[config.mk]
export PLATFORM = sky130hd
export DESIGN_NAME = accept_encoding_negotiator
export DESIGN_NICKNAME = d
export VERILOG_FILES = /design/src/hw/rtl/aen_pkg.sv /design/src/hw/rtl/accept_encoding_negotiator.sv /design/src/hw/rtl/aen_front.sv /design/src/hw/rtl/aen_queue.sv /design/src/hw/rtl/aen_back.sv
export SDC_FILE = /design/constraint.sdc
export NUM_CORES = 1
export LEC_CHECK = 0
export BUFFER_PORTS_ARGS = -buffer_cell sky130_fd_sc_hd__buf_2
export CAP_MARGIN = 20
export CORE_UTILIZATION = 56
export DETAILED_ROUTE_END_ITERATION = 7
export PLACE_DENSITY = 0.84
export SLEW_MARGIN = 20
export SYNTH_ARGS = -nofsm -noshare
export SYNTH_HDL_FRONTEND = slang
export SYNTH_SLANG_ARGS = --single-unit
[constraint.sdc]
create_clock -name aclk -period 3.2 [get_ports aclk]
set_input_delay 0.16 -clock aclk [delete_from_list [all_inputs] [get_ports aclk]]
set_output_delay 0.16 -clock aclk [all_outputs]
set_load 0.01 [all_outputs]
[src/hw/rtl/aen_pkg.sv]
// Shared types, constants and token tables for the Accept-Encoding negotiator.
`timescale 1ns / 1ps

package aen_pkg;

    localparam int NUM_TOKENS = 3;
    localparam int TOK_POS    = 4;
    localparam int LEN_W      = 3;
    localparam int QUEUE_DEPTH_DEF = 4;

    localparam int TOK_BR   = 0;
    localparam int TOK_ZSTD = 1;
    localparam int TOK_GZIP = 2;

    localparam logic [LEN_W-1:0] LEN_SAT = LEN_W'(5);

    localparam int ADDR_W = 4;
    localparam logic [1:0] REG_BROTLI = 2'd0;
    localparam logic [1:0] REG_ZSTD   = 2'd1;
    localparam logic [1:0] REG_GZIP   = 2'd2;

    typedef enum logic [3:0] {
        CLS_OTHER,
        CLS_COMMA,
        CLS_SPACE,
        CLS_TAB,
        CLS_SEMI,
        CLS_Q,
        CLS_EQ,
        CLS_ZERO,
        CLS_DOT
    } byte_class_t;

    typedef enum logic [1:0] {
        PH_LEAD,
        PH_CODING,
        PH_TRAIL,
        PH_PARAM
    } phase_t;

    typedef enum logic [1:0] {
        QZ_IDLE,
        QZ_Q,
        QZ_EQ,
        QZ_ZERO
    } qzero_stage_t;

    typedef enum logic [1:0] {
        ENC_IDENTITY = 2'd0,
        ENC_GZIP     = 2'd1,
        ENC_BROTLI   = 2'd2,
        ENC_ZSTD     = 2'd3
    } encoding_t;

    typedef struct packed {
        byte_class_t                          cls;
        logic [NUM_TOKENS-1:0][TOK_POS-1:0]   hit;
        logic                                 present;
        logic                                 last;
    } item_t;

    typedef struct packed {
        logic brotli;
        logic zstd;
        logic gzip;
    } enable_t;

    function automatic logic [LEN_W-1:0] tok_len(input int t);
        logic [LEN_W-1:0] len;
        case (t)
            TOK_BR:   len = LEN_W'(2);
            TOK_ZSTD: len = LEN_W'(4);
            TOK_GZIP: len = LEN_W'(4);
            default:  len = LEN_SAT;
        endcase
        return len;
    endfunction

    function automatic logic [7:0] tok_char(input int t, input int pos);
        logic [7:0] c;
        c = 8'h00;
        case (t)
            TOK_BR: begin
                case (pos)
                    0:       c = "b";
                    1:       c = "r";
                    default: c = 8'h00;
                endcase
            end
            TOK_ZSTD: begin
                case (pos)
                    0:       c = "z";
                    1:       c = "s";
                    2:       c = "t";
                    default: c = "d";
                endcase
            end
            TOK_GZIP: begin
                case (pos)
                    0:       c = "g";
                    1:       c = "z";
                    2:       c = "i";
                    default: c = "p";
                endcase
            end
            default: c = 8'h00;
        endcase
        return c;
    endfunction

endpackage

[src/hw/rtl/accept_encoding_negotiator.sv]
// Top level: APB enable registers, front end, beat queue and back end.
`timescale 1ns / 1ps

// Takes one Accept-Encoding header byte per beat, with byte_present and
// end_of_header flags, and returns one chosen_encoding (0 identity, 1 gzip,
// 2 brotli, 3 zstd) for each beat that carries end_of_header. Sustained rate
// is one beat per cycle, set by the back-end character state machine that
// retires one queued beat each cycle unless an end beat waits for a held
// result. The result is registered as the back end takes the end beat; while
// a result waits to be taken, the back end holds only the next end beat and
// the front end keeps filling the queue of QUEUE_DEPTH beats. Enable registers
// sit at byte addresses 0 (brotli), 4 (zstd) and 8 (gzip), bit 0, reset to 1.

module accept_encoding_negotiator
    import aen_pkg::*;
#(
    parameter int QUEUE_DEPTH = QUEUE_DEPTH_DEF
) (
    input  logic              aclk,
    input  logic              aresetn,

    input  logic              psel,
    input  logic              penable,
    input  logic              pwrite,
    input  logic [ADDR_W-1:0] paddr,
    input  logic [31:0]       pwdata,
    output logic [31:0]       prdata,
    output logic              pready,

    input  logic              s_valid,
    output logic              s_ready,
    input  logic [7:0]        s_header_byte,
    input  logic              s_byte_present,
    input  logic              s_end_of_header,

    output logic              m_valid,
    input  logic              m_ready,
    output logic [1:0]        m_chosen_encoding
);

    logic    brotli_enabled_reg;
    logic    zstd_enabled_reg;
    logic    gzip_enabled_reg;
    logic    cfg_write;
    enable_t enables;

    item_t   front_item;
    item_t   q_item;
    logic    q_full;
    logic    q_valid;
    logic    q_pop;

    assign pready    = 1'b1;
    assign cfg_write = psel && penable && pwrite;

    always_ff @(posedge aclk) begin
        if (!aresetn) begin
            brotli_enabled_reg <= 1'b1;
            zstd_enabled_reg   <= 1'b1;
            gzip_enabled_reg   <= 1'b1;
        end else if (cfg_write) begin
            case (paddr[3:2])
                REG_BROTLI: brotli_enabled_reg <= pwdata[0];
                REG_ZSTD:   zstd_enabled_reg   <= pwdata[0];
                REG_GZIP:   gzip_enabled_reg   <= pwdata[0];
                default:    ;
            endcase
        end
    end

    always_comb begin
        case (paddr[3:2])
            REG_BROTLI: prdata = {31'd0, brotli_enabled_reg};
            REG_ZSTD:   prdata = {31'd0, zstd_enabled_reg};
            REG_GZIP:   prdata = {31'd0, gzip_enabled_reg};
            default:    prdata = 32'd0;
        endcase
    end

    assign enables.brotli = brotli_enabled_reg;
    assign enables.zstd   = zstd_enabled_reg;
    assign enables.gzip   = gzip_enabled_reg;

    assign s_ready = !q_full;

    aen_front u_front (
        .header_byte   (s_header_byte),
        .byte_present  (s_byte_present),
        .end_of_header (s_end_of_header),
        .item          (front_item)
    );

    aen_queue #(
        .DEPTH (QUEUE_DEPTH)
    ) u_queue (
        .aclk     (aclk),
        .aresetn  (aresetn),
        .wr_valid (s_valid),
        .wr_item  (front_item),
        .full     (q_full),
        .rd_valid (q_valid),
        .rd_item  (q_item),
        .rd_pop   (q_pop)
    );

    aen_back u_back (
        .aclk              (aclk),
        .aresetn           (aresetn),
        .q_valid           (q_valid),
        .q_item            (q_item),
        .q_pop             (q_pop),
        .enables           (enables),
        .m_valid           (m_valid),
        .m_ready           (m_ready),
        .m_chosen_encoding (m_chosen_encoding)
    );

endmodule

[src/hw/rtl/aen_front.sv]
// Front end: classifies each header byte and precomputes token character hits.
`timescale 1ns / 1ps

module aen_front
    import aen_pkg::*;
(
    input  logic [7:0] header_byte,
    input  logic       byte_present,
    input  logic       end_of_header,
    output item_t      item
);

    logic [7:0]  lc;
    byte_class_t cls;

    always_comb begin
        if (header_byte >= "A" && header_byte <= "Z") begin
            lc = header_byte + 8'd32;
        end else begin
            lc = header_byte;
        end
    end

    // class uses the raw byte: the q=0 search is case-sensitive
    always_comb begin
        unique case (header_byte)
            ",":     cls = CLS_COMMA;
            " ":     cls = CLS_SPACE;
            8'h09:   cls = CLS_TAB;
            ";":     cls = CLS_SEMI;
            "q":     cls = CLS_Q;
            "=":     cls = CLS_EQ;
            "0":     cls = CLS_ZERO;
            ".":     cls = CLS_DOT;
            default: cls = CLS_OTHER;
        endcase
    end

    always_comb begin
        item.cls     = cls;
        item.present = byte_present;
        item.last    = end_of_header;
        for (int t = 0; t < NUM_TOKENS; t++) begin
            for (int p = 0; p < TOK_POS; p++) begin
                item.hit[t][p] = (LEN_W'(p) < tok_len(t)) && (lc == tok_char(t, p));
            end
        end
    end

endmodule

[src/hw/rtl/aen_queue.sv]
// Short FIFO of classified beats between the front end and the back end.
`timescale 1ns / 1ps

module aen_queue
    import aen_pkg::*;
#(
    parameter int DEPTH = QUEUE_DEPTH_DEF
) (
    input  logic  aclk,
    input  logic  aresetn,
    input  logic  wr_valid,
    input  item_t wr_item,
    output logic  full,
    output logic  rd_valid,
    output item_t rd_item,
    input  logic  rd_pop
);

    localparam int PTR_W = (DEPTH > 1) ? $clog2(DEPTH) : 1;
    localparam int CNT_W = $clog2(DEPTH + 1);

    item_t            mem [DEPTH];
    logic [PTR_W-1:0] wr_ptr_reg, wr_ptr_next;
    logic [PTR_W-1:0] rd_ptr_reg, rd_ptr_next;
    logic [CNT_W-1:0] count_reg, count_next;
    logic             push;

    assign full     = (count_reg == CNT_W'(DEPTH));
    assign rd_valid = (count_reg != '0);
    assign rd_item  = mem[rd_ptr_reg];
    assign push     = wr_valid && !full;

    always_comb begin
        wr_ptr_next = wr_ptr_reg;
        rd_ptr_next = rd_ptr_reg;
        count_next  = count_reg;
        if (push) begin
            wr_ptr_next = (wr_ptr_reg == PTR_W'(DEPTH - 1)) ? '0 : wr_ptr_reg + 1'b1;
        end
        if (rd_pop) begin
            rd_ptr_next = (rd_ptr_reg == PTR_W'(DEPTH - 1)) ? '0 : rd_ptr_reg + 1'b1;
        end
        if (push && !rd_pop) begin
            count_next = count_reg + 1'b1;
        end else if (!push && rd_pop) begin
            count_next = count_reg - 1'b1;
        end
    end

    always_ff @(posedge aclk) begin
        if (!aresetn) begin
            wr_ptr_reg <= '0;
            rd_ptr_reg <= '0;
            count_reg  <= '0;
        end else begin
            wr_ptr_reg <= wr_ptr_next;
            rd_ptr_reg <= rd_ptr_next;
            count_reg  <= count_next;
        end
    end

    always_ff @(posedge aclk) begin
        if (push) begin
            mem[wr_ptr_reg] <= wr_item;
        end
    end

endmodule

[src/hw/rtl/aen_back.sv]
// Back end: header parse state machine, token verdicts and the result register.
`timescale 1ns / 1ps

module aen_back
    import aen_pkg::*;
(
    input  logic      aclk,
    input  logic      aresetn,
    input  logic      q_valid,
    input  item_t     q_item,
    output logic      q_pop,
    input  enable_t   enables,
    output logic      m_valid,
    input  logic      m_ready,
    output logic [1:0] m_chosen_encoding
);

    typedef struct packed {
        logic [NUM_TOKENS-1:0] decided;
        logic [NUM_TOKENS-1:0] accepted;
    } verdict_t;

    phase_t                phase_reg, phase_next;
    logic [LEN_W-1:0]      len_reg, len_next;
    logic [NUM_TOKENS-1:0] mism_reg, mism_next;
    qzero_stage_t          stage_reg, stage_next;
    logic                  qs_reg, qs_next;
    logic                  qds_reg, qds_next;
    verdict_t              verdict_reg, verdict_next;
    logic                  any_reg, any_next;
    encoding_t             enc_next;

    logic                  m_valid_reg, m_valid_next;
    encoding_t             m_enc_reg, m_enc_next;

    logic [LEN_W-1:0]      cc_len;
    logic [NUM_TOKENS-1:0] cc_mism;

    function automatic verdict_t end_item(
        input phase_t                ph,
        input logic                  qs,
        input logic                  qds,
        input logic [LEN_W-1:0]      len,
        input logic [NUM_TOKENS-1:0] mism,
        input verdict_t              v_in
    );
        verdict_t v;
        logic     refused;
        v       = v_in;
        refused = (ph == PH_PARAM) && qs && !qds;
        for (int t = 0; t < NUM_TOKENS; t++) begin
            if (!v.decided[t] && !mism[t] && len == tok_len(t)) begin
                v.decided[t] = 1'b1;
                if (!refused) begin
                    v.accepted[t] = 1'b1;
                end
            end
        end
        return v;
    endfunction

    // one coding character against every token at the current position
    always_comb begin
        cc_mism = mism_reg;
        for (int t = 0; t < NUM_TOKENS; t++) begin
            if (len_reg >= tok_len(t) || !q_item.hit[t][len_reg[1:0]]) begin
                cc_mism[t] = 1'b1;
            end
        end
        cc_len = (len_reg < LEN_SAT) ? len_reg + 1'b1 : len_reg;
    end

    // next state
    always_comb begin
        phase_next   = phase_reg;
        len_next     = len_reg;
        mism_next    = mism_reg;
        stage_next   = stage_reg;
        qs_next      = qs_reg;
        qds_next     = qds_reg;
        verdict_next = verdict_reg;
        any_next     = any_reg;
        enc_next     = ENC_IDENTITY;

        if (q_item.present) begin
            any_next = 1'b1;
            if (q_item.cls == CLS_COMMA) begin
                verdict_next = end_item(phase_reg, qs_reg, qds_reg, len_reg, mism_reg,
                                        verdict_reg);
                phase_next = PH_LEAD;
                len_next   = '0;
                mism_next  = '0;
                stage_next = QZ_IDLE;
                qs_next    = 1'b0;
                qds_next   = 1'b0;
            end else begin
                unique case (phase_reg)
                    PH_LEAD: begin
                        if (q_item.cls == CLS_SEMI) begin
                            phase_next = PH_PARAM;
                        end else if (q_item.cls != CLS_SPACE && q_item.cls != CLS_TAB) begin
                            phase_next = PH_CODING;
                            len_next   = cc_len;
                            mism_next  = cc_mism;
                        end
                    end
                    PH_CODING: begin
                        if (q_item.cls == CLS_SEMI) begin
                            phase_next = PH_PARAM;
                        end else if (q_item.cls == CLS_SPACE) begin
                            phase_next = PH_TRAIL;
                        end else begin
                            len_next  = cc_len;
                            mism_next = cc_mism;
                        end
                    end
                    PH_TRAIL: begin
                        if (q_item.cls == CLS_SEMI) begin
                            phase_next = PH_PARAM;
                        end else if (q_item.cls != CLS_SPACE) begin
                            // space inside a coding: matches nothing
                            mism_next  = '1;
                            phase_next = PH_CODING;
                        end
                    end
                    PH_PARAM: begin
                        if (stage_reg == QZ_Q && q_item.cls == CLS_EQ) begin
                            stage_next = QZ_EQ;
                        end else if (stage_reg == QZ_EQ && q_item.cls == CLS_ZERO) begin
                            stage_next = QZ_ZERO;
                            qs_next    = 1'b1;
                        end else if (stage_reg == QZ_ZERO && q_item.cls == CLS_DOT) begin
                            stage_next = QZ_IDLE;
                            qds_next   = 1'b1;
                        end else begin
                            stage_next = (q_item.cls == CLS_Q) ? QZ_Q : QZ_IDLE;
                        end
                    end
                endcase
            end
        end

        if (q_item.last) begin
            verdict_next = end_item(phase_next, qs_next, qds_next, len_next, mism_next,
                                    verdict_next);
            if (any_next) begin
                if (enables.brotli && verdict_next.accepted[TOK_BR]) begin
                    enc_next = ENC_BROTLI;
                end else if (enables.zstd && verdict_next.accepted[TOK_ZSTD]) begin
                    enc_next = ENC_ZSTD;
                end else if (enables.gzip && verdict_next.accepted[TOK_GZIP]) begin
                    enc_next = ENC_GZIP;
                end
            end
            phase_next   = PH_LEAD;
            len_next     = '0;
            mism_next    = '0;
            stage_next   = QZ_IDLE;
            qs_next      = 1'b0;
            qds_next     = 1'b0;
            verdict_next = '0;
            any_next     = 1'b0;
        end
    end

    // outputs: a beat ending the header waits only while a held result is not yet taken
    always_comb begin
        q_pop        = q_valid && (!q_item.last || !m_valid_reg || m_ready);
        m_valid_next = m_valid_reg && !m_ready;
        m_enc_next   = m_enc_reg;
        if (q_pop && q_item.last) begin
            m_valid_next = 1'b1;
            m_enc_next   = enc_next;
        end
    end

    always_ff @(posedge aclk) begin
        if (!aresetn) begin
            phase_reg   <= PH_LEAD;
            len_reg     <= '0;
            mism_reg    <= '0;
            stage_reg   <= QZ_IDLE;
            qs_reg      <= 1'b0;
            qds_reg     <= 1'b0;
            verdict_reg <= '0;
            any_reg     <= 1'b0;
            m_valid_reg <= 1'b0;
        end else begin
            if (q_pop) begin
                phase_reg   <= phase_next;
                len_reg     <= len_next;
                mism_reg    <= mism_next;
                stage_reg   <= stage_next;
                qs_reg      <= qs_next;
                qds_reg     <= qds_next;
                verdict_reg <= verdict_next;
                any_reg     <= any_next;
            end
            m_valid_reg <= m_valid_next;
        end
    end

    always_ff @(posedge aclk) begin
        m_enc_reg <= m_enc_next;
    end

    assign m_valid           = m_valid_reg;
    assign m_chosen_encoding = m_enc_reg;

endmodule
Word level (Yosys, flattened, before mapping)
Memory sizes are Yosys's and may differ from the RTL's. A register that Yosys moved wholly into a read port is not among the register bits.
Cells that the tools add are included.
{"block": "op_classes", "addsub": 6, "n_reduce_logical": 72, "mul": 0, "n_mux": 103, "bitwise_logic": 2, "eq_ne": 42, "shift": 0, "n_div": 0, "order_cmp": 6}
{"op": "8-bit by 7-bit == test with 1-bit output (second input constant)", "count": 10}
{"op": "3-bit 2-to-1 mux", "count": 25}
{"op": "8-bit by 6-bit == test with 1-bit output (second input constant)", "count": 6}
{"op": "1-bit 2-to-1 mux", "count": 44}
{"op": "2-bit 2-to-1 mux", "count": 22}
{"op": "1-bit logical AND", "count": 32}
{"op": "4-bit one-hot mux with 8 select lines", "count": 1}
{"op": "1-bit logical NOT", "count": 23}
{"op": "6-bit 2-to-1 mux", "count": 3}
{"op": "2-bit == test (second input constant)", "count": 8}
{"op": "4-bit by 3-bit == test with 1-bit output (second input constant)", "count": 4}
{"op": "3-bit == test", "count": 4}
{"op": "3-bit one-hot mux with 3 select lines", "count": 1}
{"op": "8-bit by 6-bit adder with 8-bit output (second input constant)", "count": 1}
{"op": "8-bit by 4-bit == test with 1-bit output (second input constant)", "count": 1}
{"op": "8-bit by 7-bit >= comparator with 1-bit output (second input constant)", "count": 1}
{"op": "8-bit by 7-bit less-or-equal comparator with 1-bit output (second input constant)", "count": 1}
{"op": "8-bit 2-to-1 mux", "count": 1}
{"op": "4-bit by 2-bit != test with 1-bit output (second input constant)", "count": 2}
{"op": "2-bit AND reduction", "count": 4}
{"op": "3-bit by 1-bit adder with 3-bit output (second input constant)", "count": 2}
{"op": "1-bit binary-select mux with 2-bit select", "count": 3}
{"op": "2-bit by 1-bit == test with 1-bit output (second input constant)", "count": 3}
{"op": "2-bit one-hot mux with 3 select lines", "count": 1}
{"op": "19 further kinds", "count": 28}
{"block": "word_totals", "n_memories": 1, "inputBits": 53, "mem_bits_ro": 0, "ram_bits": 64, "reg_bits": 32, "output_inout_bits": 37, "word_cells": 250, "latch_bits": 0}
{"name": "u_queue.mem", "words": 4, "word_bits": 16, "rd": 1, "rd_clocked_by_memory_dff": 1, "write_ports": 1, "line": "aen_queue.sv:22", "rtl": "item_t mem [DEPTH];"}

Logic depth before layout (Yosys ltp)
Gate-level depths: netlist of the first run.
{"block": "depth", "depth_word": 19, "mapped_depth": 12}

Modules after synthesis
Synthesis of the first run repeated with hierarchy kept, for this count alone.
{"block": "hier_totals", "hier_cells": 458, "area_unflattened_um2": 5597.9}
{"mod": "aen_queue", "cells_per_inst": 143, "instances": 1, "area_per_inst_um2": 3120.5, "seq_area_each_um2": 2342.2}
{"mod": "aen_back", "cells_per_inst": 194, "instances": 1, "area_per_inst_um2": 1587.8, "seq_area_each_um2": 460.4}
{"mod": "aen_front", "cells_per_inst": 69, "instances": 1, "area_per_inst_um2": 466.7, "seq_area_each_um2": 0.0}
{"mod": "accept_encoding_negotiator", "cells_per_inst": 52, "instances": 1, "area_per_inst_um2": 422.9, "seq_area_each_um2": 60.1}

Worst setup path before layout of the first run
No wires, ideal clock.
{"block": "synth_timing", "kind": "reg-to-reg", "startpoint": "register with a tool-made name", "endpoint": "register u_queue.count_reg[2]", "stages_incl_launch_ff": 13, "synth_period_minus_slack_ns": 2.965, "setup_ns": 0.076, "arrival_time_ns": 2.889, "slack_ns": 0.235, "n_path_buf": 3, "path_cell_list": "dfxtp_1 -> buf_6 -> buf_4 -> mux4_2 -> a21oi_1 -> inv_1 -> clkbuf_1 -> ha_1 -> inv_1 -> fa_1 -> xor2_1 -> or3_1 -> a21boi_0"}
{"item": "to (signal assigned)", "line": "aen_queue.sv:58", "rtl": "count_reg <= count_next;"}
{"item": "to (decl)", "line": "aen_queue.sv:25", "rtl": "logic [CNT_W-1:0] count_reg, count_next;"}

==> results of run 1 <==
[where the power goes]
part	switching (mW)	internal, mW	total, mW
sequential	0.126	1.44	1.57
combinational	0.953	0.675	1.63
clock	0.473	0.315	0.787
[cells in the mapped netlist (4+ instances only)]
cell type / count / share of area [%]
edfxtp_1: 62 / 38
nand2_1: 36 / 2.7
buf_4: 33 / 5.0
dfxtp_1: 32 / 13
nor2_1: 29 / 2.2
a21oi_1: 20 / 2.0
mux4_2: 17 / 7.8
inv_1: 16 / 1.2
clkbuf_1: 15 / 1.1
nor2b_1: 15 / 1.9
o21ai_0: 14 / 1.4
nor3_1: 11 / 1.1
ha_1: 10 / 2.5
nand3_1: 8 / 0.81
or3_1: 7 / 0.89
a21boi_0: 6 / 0.92
nand4_1: 6 / 0.76
nor4_1: 6 / 0.76
a22oi_1: 5 / 0.76
and2_1: 5 / 0.64
and3_1: 5 / 0.64
mux2i_1: 5 / 1.0
nand2b_1: 4 / 0.51
nor3b_1: 4 / 0.61
[stage by stage]
step / power, mW / hold slack (ns) / setup WS [ns]
floorplan: 2.81 / 0.259 / 0.235
global placement: 3.11 / 0.376 / 0.143
detailed placement: 3.17 / 0.392 / 0.104
CTS: 3.96 / 0.0174 / 0.00956
global route: 4.22 / 0.0150 / 0.115
finish: 3.99 / 0.0405 / 0.237
[critical path: stages (launching register included)]
cell	delay, ns
dfxtp_2	0.45
mux4_2	0.67
xor2_1	0.43
a211oi_2	0.19
a32o_1	0.36
o41a_1	0.45
a211oi_1	0.24
[path summary, 6_finish.rpt]
path / from / to / slack, ns / cells after the start
max: flip-flop / u_back.m_chosen_encoding[0] / 0.24 / 6
min: s_byte_present / u_queue.mem[2][1] / 0.04 / 1
max reg2reg: flip-flop / u_back.m_chosen_encoding[0] / 0.24 / 6
min reg2reg: u_back.verdict_reg[2] / u_back.verdict_reg[2] / 0.49 / 2
[repair_timing]
item                                    4_1_cts  5_1_grt
endpoints found under the setup margin        0        2
hold endpoints to repair                      4        0
buffers inserted                              0        0
hold buffers                                  1        0
gates resized for setup                       0        3
[cells by family (layout without fill, tap and decap cells)]
group | count (synthesis) | count (layout)
buf+inv | 69 | 66
simple gates | 150 | 150
flops | 94 | 94
fa+ha+maj | 11 | 11
xor+xnor | 6 | 6
other cells | 2 | 32
compound gates | 82 | 82
mux | 22 | 22
[routing by layer]
metal  wire [um]  vias to the layer above
li1            -                     1610
met1        4050                     1659
met2        4800                      163
met3         648                       21
met4         233                        0
met5           0                        -
[final cells by class]
class / count / area, sq um
fillers: 648 / 3110
inverters: 16 / 60.1
clock buffers: 9 / 124
clock inverters: 7 / 81.3
flip-flops and latches: 94 / 2500
repair buffers: 34 / 198
multi-input cells: 303 / 2140
well taps: 105 / 131
==> key figures, run 1 <==
Synthesis
  • Post-synthesis simple-gate area fraction: 16.4%
  • Register area share after synthesis: 50.9%
  • Syn_area_per_cell: 11.3 sq um
  • Yosys reg bits: 94
  • Netlist cell types: 65
  • YS warnings: 0
  • Xor-xnor portion of the synthesized cell area: 1.07%
  • Mux share of post-synthesis cell area: 8.80%
  • Post-Syn Area: 0.00492 sq mm
  • Number of synthesized flops with an enable pin: 62
  • Asr flop ratio synth: 0%
  • Cells after synthesis: 436
  • Post-synthesis compound-gate area fraction: 11.6%
  • Largest family of logic cells by synthesized area: simple AND/OR/NAND/NOR gates
  • Post-synthesis adder-cell area fraction: 2.95%
  • Synth Flop Type: edfxtp_1

Global routing
  • Initial antenna violation count: 0
  • GR Util met2: 39.0%
  • First-pass GRT wire length: 15.5 mm
  • Vias in the first global route: 3275
  • Met1 GRT Util: 27.9%
  • Global Route Usage Sum: 22.9%
  • Gr busiest metal: met2
  • Largest net degree at the start of global routing: 25
  • Grt met3 use: 5.85%
  • GR Overflow Total: 0

Cells and area
  • Commonest non-fill, non-tap cell in the layout: edfxtp_1
  • Non-filler cells, final: 568
  • Layout Nets: 522
  • P&R area growth vs syn: 6.41%
  • Core Util, Final: 62.8%
  • Post-route design area: 0.00523 sq mm
  • Max reg flops: 60
  • Antenna fix cells: 0
  • Commonest non-fill, non-tap cells in the layout: edfxtp_1 (62), nand2_1 (36), conb_1 (32)
  • Fraction of layout cells with a size suffix above 1: 16.4%

Placed design
  • Post-DP HPWL: 6.86 mm
  • Routability cong.: 0.891
  • Post-Place Cell Area: 0.00501 sq mm
  • Post-Place Cells: 551
  • Buffers on Ports: 24

Pwr
  • Max IR drop VDD: 0.439 mV
  • Power Dens Cells: 762 mW/mm^2
  • Pleak: 1.82 nW

STA
  • Period minus WS final: 2.96 ns
  • Max Slew Vio Count: 0
  • Least-Margin Pin Slew: 0.817 ns
  • Hold Fails Final Rpt: 0
  • TNS Setup: 0 ns
  • Relative slew slack: 45.6%
  • Clock Skews: 0.0115 ns
  • Fmax: 0.337 GHz
  • Final setup vio count: 0
  • RSZ-0062 raised after global routing: false
  • Part of the cycle the worst path needs: 92.6%

Setup path
  • Critical path capture point type: flip-flop
  • Worst path required time: 3.40 ns
  • Startpoint Class: flip-flop
  • Worst endpoint data arrival time: 3.17 ns
  • Max Fanout on Critical Path: 11
  • Crit Path Class: reg2reg

CTS
  • Clock Latency Late Sink: 0.37 ns
  • Maximum root-to-sink buffer count: 2
  • CTS tree: yes
  • Clock edge transition at the registers on the reported setup and hold paths: 0.10 ns
  • CTS root buf: clkbuf_8
  • H-tree depth: 3
  • CTS Buf Count: 9
  • CTS sink cnt: 94

Drt
  • WL final: 9.73 mm
  • ANT nets after route: 0
  • Via-to-Cell Ratio: 6.08
  • Iteration-0 DRC Markers: 221
  • DR vias: 3453
  • Drc violations: 0
  • First-pass DRT Iterations: 4
  • Routed len/inst: 17.1 um

Flow run
  • Max-cap violations: 0

Die
  • Initial Utilization: 59.0%
  • # IOs: 90
  • FP Rows: 33
  • Die area: 0.00916 sq mm
  • Chip width: 95.7 um
  • Die Y: 95.7 um
  • Core box area: 0.00834 sq mm

Outcome
  • Status: complete, no violations

Hold path
  • Min-Delay Path Class: in2reg
(Power assumes the default switching activity.)
==> inputs of run 2 (changes only) <==
==> constraint.sdc (replaced) <==
create_clock -name aclk -period 3.2 [get_ports aclk]
set_input_delay 0.32 -clock aclk [delete_from_list [all_inputs] [get_ports aclk]]
set_output_delay 0.32 -clock aclk [all_outputs]
set_load 0.01 [all_outputs]
==> run 2 against run 1 <==
Net effect:
- via count decreased by 1.1%
- sequential cell count unchanged
- cell area decreased by 0.12%
- final cell count decreased by 0.18%
- count of clock-buffer cells in the layout unchanged
- hold slack improved by 0.12 ns
- non-clock buffer count decreased by 1
- power decreased by 0.50%
- setup slack improved by 0.012 ns
- clock skew decreased by 0.0020 ns
- global-route usage decreased by 0.66 points
- die area unchanged
- critical endpoint unchanged
- highest routed layer unchanged
==> key figures, run 2 (synthesis gave the netlist of run 1 again) <==
Placed design
  • Post-DP HPWL: 6.57 mm (-4.3%)
  • Buffers on Ports: 24 (unchanged)
  • Routability cong.: 0.902 (+1.2%)

Die
  • Initial Utilization: 59.0% (unchanged)
  • # IOs: 90 (unchanged)
  • Die Y: 95.7 um (unchanged)
  • Chip width: 95.7 um (unchanged)
  • Die area: 0.00916 sq mm (unchanged)
  • FP Rows: 33 (unchanged)
  • Core box area: 0.00834 sq mm (unchanged)

STA
  • RSZ-0062 raised after global routing: false
  • Final setup vio count: 0 (unchanged)
  • Part of the cycle the worst path needs: 92.2% (-0.37 points)
  • Fin Hold WS: 0.162 ns (+0.121 ns)
  • Relative slew slack: 46.0% (+0.46 points)
  • Least-Margin Pin Slew: 0.810 ns (-0.00691 ns)
  • Clock Skews: 0.00943 ns (-0.00202 ns)
  • Hold Fails Final Rpt: 0 (unchanged)
  • Fmax: 0.339 GHz (+0.40%)
  • TNS Setup: 0 ns (unchanged)
  • Max Slew Vio Count: 0 (unchanged)
  • Period minus WS final: 2.95 ns (-0.0117 ns)

Drt
  • Via-to-Cell Ratio: 6.02 (-0.93%)
  • Drc violations: 0 (unchanged)
  • DR vias: 3415 (-1.1%)
  • Routed len/inst: 16.3 um (-4.6%)
  • First-pass DRT Iterations: 5 (+1)
  • WL final: 9.27 mm (-4.8%)
  • Top sig layer: met4
  • Iteration-0 DRC Markers: 217 (-1.8%)
  • WL met1: 3.89 mm (-3.8%)
  • Routed length on met3: 657 um (+1.4%)
  • Routed length on met2: 4.51 mm (-6.1%)
  • ANT nets after route: 0 (unchanged)

Setup path
  • Crit-path slowest cell: mux4_2
  • Delay-heaviest family, CP: compound AO/OA/AOI/OAI gates
  • Crit Path Class: reg2reg
  • Startpoint Class: flip-flop
  • Worst path required time: 3.41 ns (about the same)
  • Worst endpoint data arrival time: 3.17 ns (about the same)
  • Critical path capture point type: flip-flop
  • Max Fanout on Critical Path: 9 (-2)
  • Worst path max stage delay: 0.65 ns (-0.02 ns)
  • FF-to-FF path depth: 6 (unchanged)
  • CP cell instances: mux4_2 -> nor2_1 -> a211oi_2 -> a32o_1 -> o41a_1 -> a211oi_1
  • Buf+Inv Stages, Crit Path: 0 (unchanged)
  • R2r endpoint: u_back.m_chosen_encoding[0]
  • Reg2reg setup slack: 0.25 ns (about the same)

Global routing
  • Largest net degree at the start of global routing: 25 (unchanged)
  • Global Route Usage Sum: 22.2% (-0.66 points)
  • Initial antenna violation count: 0 (unchanged)
  • GR Overflow Total: 0 (unchanged)
  • Vias in the first global route: 3143 (-4.0%)
  • First-pass GRT wire length: 15.1 mm (-2.5%)

CTS
  • H-tree depth: 3 (unchanged)
  • Maximum root-to-sink buffer count: 2 (unchanged)
  • CTS root buf: clkbuf_8
  • CTS sink cnt: 94 (unchanged)
  • CTS Buf Count: 9 (unchanged)
  • Clock edge transition at the registers on the reported setup and hold paths: 0.10 ns (about the same)
  • CTS tree: yes
  • Clock Latency Late Sink: 0.37 ns (about the same)
  • Post-CTS Setup Inserts: 0 (unchanged)

Outcome
  • Status: complete, no violations

Cells and area
  • Layout Nets: 521 (-0.19%)
  • P&R area growth vs syn: 6.28%
  • Antenna fix cells: 0 (unchanged)
  • Commonest non-fill, non-tap cell in the layout: edfxtp_1
  • Fraction of layout cells with a size suffix above 1: 16.5% (+0.036 points)
  • Commonest non-fill, non-tap cells in the layout: edfxtp_1 (62), nand2_1 (36), conb_1 (32)
  • Max reg flops: 60 (unchanged)

Hold path
  • Hold path endpoint: u_queue.mem[2][0]
  • Min-Delay Path Class: in2reg
  • Hold depth: 1 (unchanged)
  • Min-delay src: s_end_of_header

Pwr
  • Power Dens Cells: 759 mW/mm^2 (-0.39%)
  • Pleak: 1.82 nW (-0.22%)
  • Max IR drop VDD: 0.388 mV (-12%)

Flow run
  • Max-cap violations: 0 (unchanged)
[run 2: cell types whose count changed in the layout (fill, tap and decap cells not counted)]
| cell | delta |
|---|---|
| dlygate4sd3_1 | -1 |
| nor4_2 | +1 |
| nor4_1 | -1 |
| nor2_2 | -1 |
| nor2_1 | +1 |
[run 2: per-layer routing]
metal  global-route usage [%]  up-vias
met4                     9.58        0
li1                         -     1613
met2                     36.5      152
met3                     5.37       22
met1                     28.2     1628
met5                        0        -
[run 2: metrics by stage]
| step | utilization (%) | setup slack [ns] | cells | power, mW | instance area (sq um) |
|---|---|---|---|---|---|
| after floorplan | - | 0.235 | 466 | 2.81 | 5030 |
| after global placement | 60.1 | 0.166 | 551 | 3.11 | 5010 |
| after detailed placement | 60.1 | 0.156 | 551 | 3.17 | 5010 |
| after CTS | 62.5 | 0.110 | 567 | 3.95 | 5220 |
| after global routing | 62.7 | 0.131 | 567 | 4.19 | 5230 |
| final | 62.7 | 0.249 | 567 | 3.97 | 5230 |
[run 2: worst max-delay path by stage]
stage | cells after the start | startpoint | to | slack, ns
final | 6 | flip-flop | u_back.m_chosen_encoding[0] | 0.25
after global routing | 7 | flip-flop | u_back.m_chosen_encoding[0] | 0.13
after CTS | 6 | flip-flop | u_back.m_chosen_encoding[0] | 0.11
after detailed placement | 7 | flip-flop | u_back.m_chosen_encoding[1] | 0.16
after global placement | 6 | flip-flop | u_back.m_chosen_encoding[0] | 0.17
after floorplan | 12 | flip-flop | u_queue.count_reg[2] | 0.24
[run 2: layout make-up]
class	count	area, sq um
Clock buffer	9	124
Clock inverter	7	81.3
Fill cell	629	3110
Inverter	16	60.1
Multi-Input combinational cell	303	2140
Sequential cell	94	2500
Tap cell	105	131
Timing Repair Buffer	33	188
[run 2: what timing repair did]
action	4_1_cts	5_1_grt
setup endpoints to repair	0	2
resized for setup	0	3
hold buffers	0	0
[run 2: report_power, final]
part,total (mW),internal (mW),switching (mW)
logic,1.61,0.673,0.939
registers,1.57,1.44,0.126
clock network,0.784,0.314,0.470
total,3.97,2.43,1.53
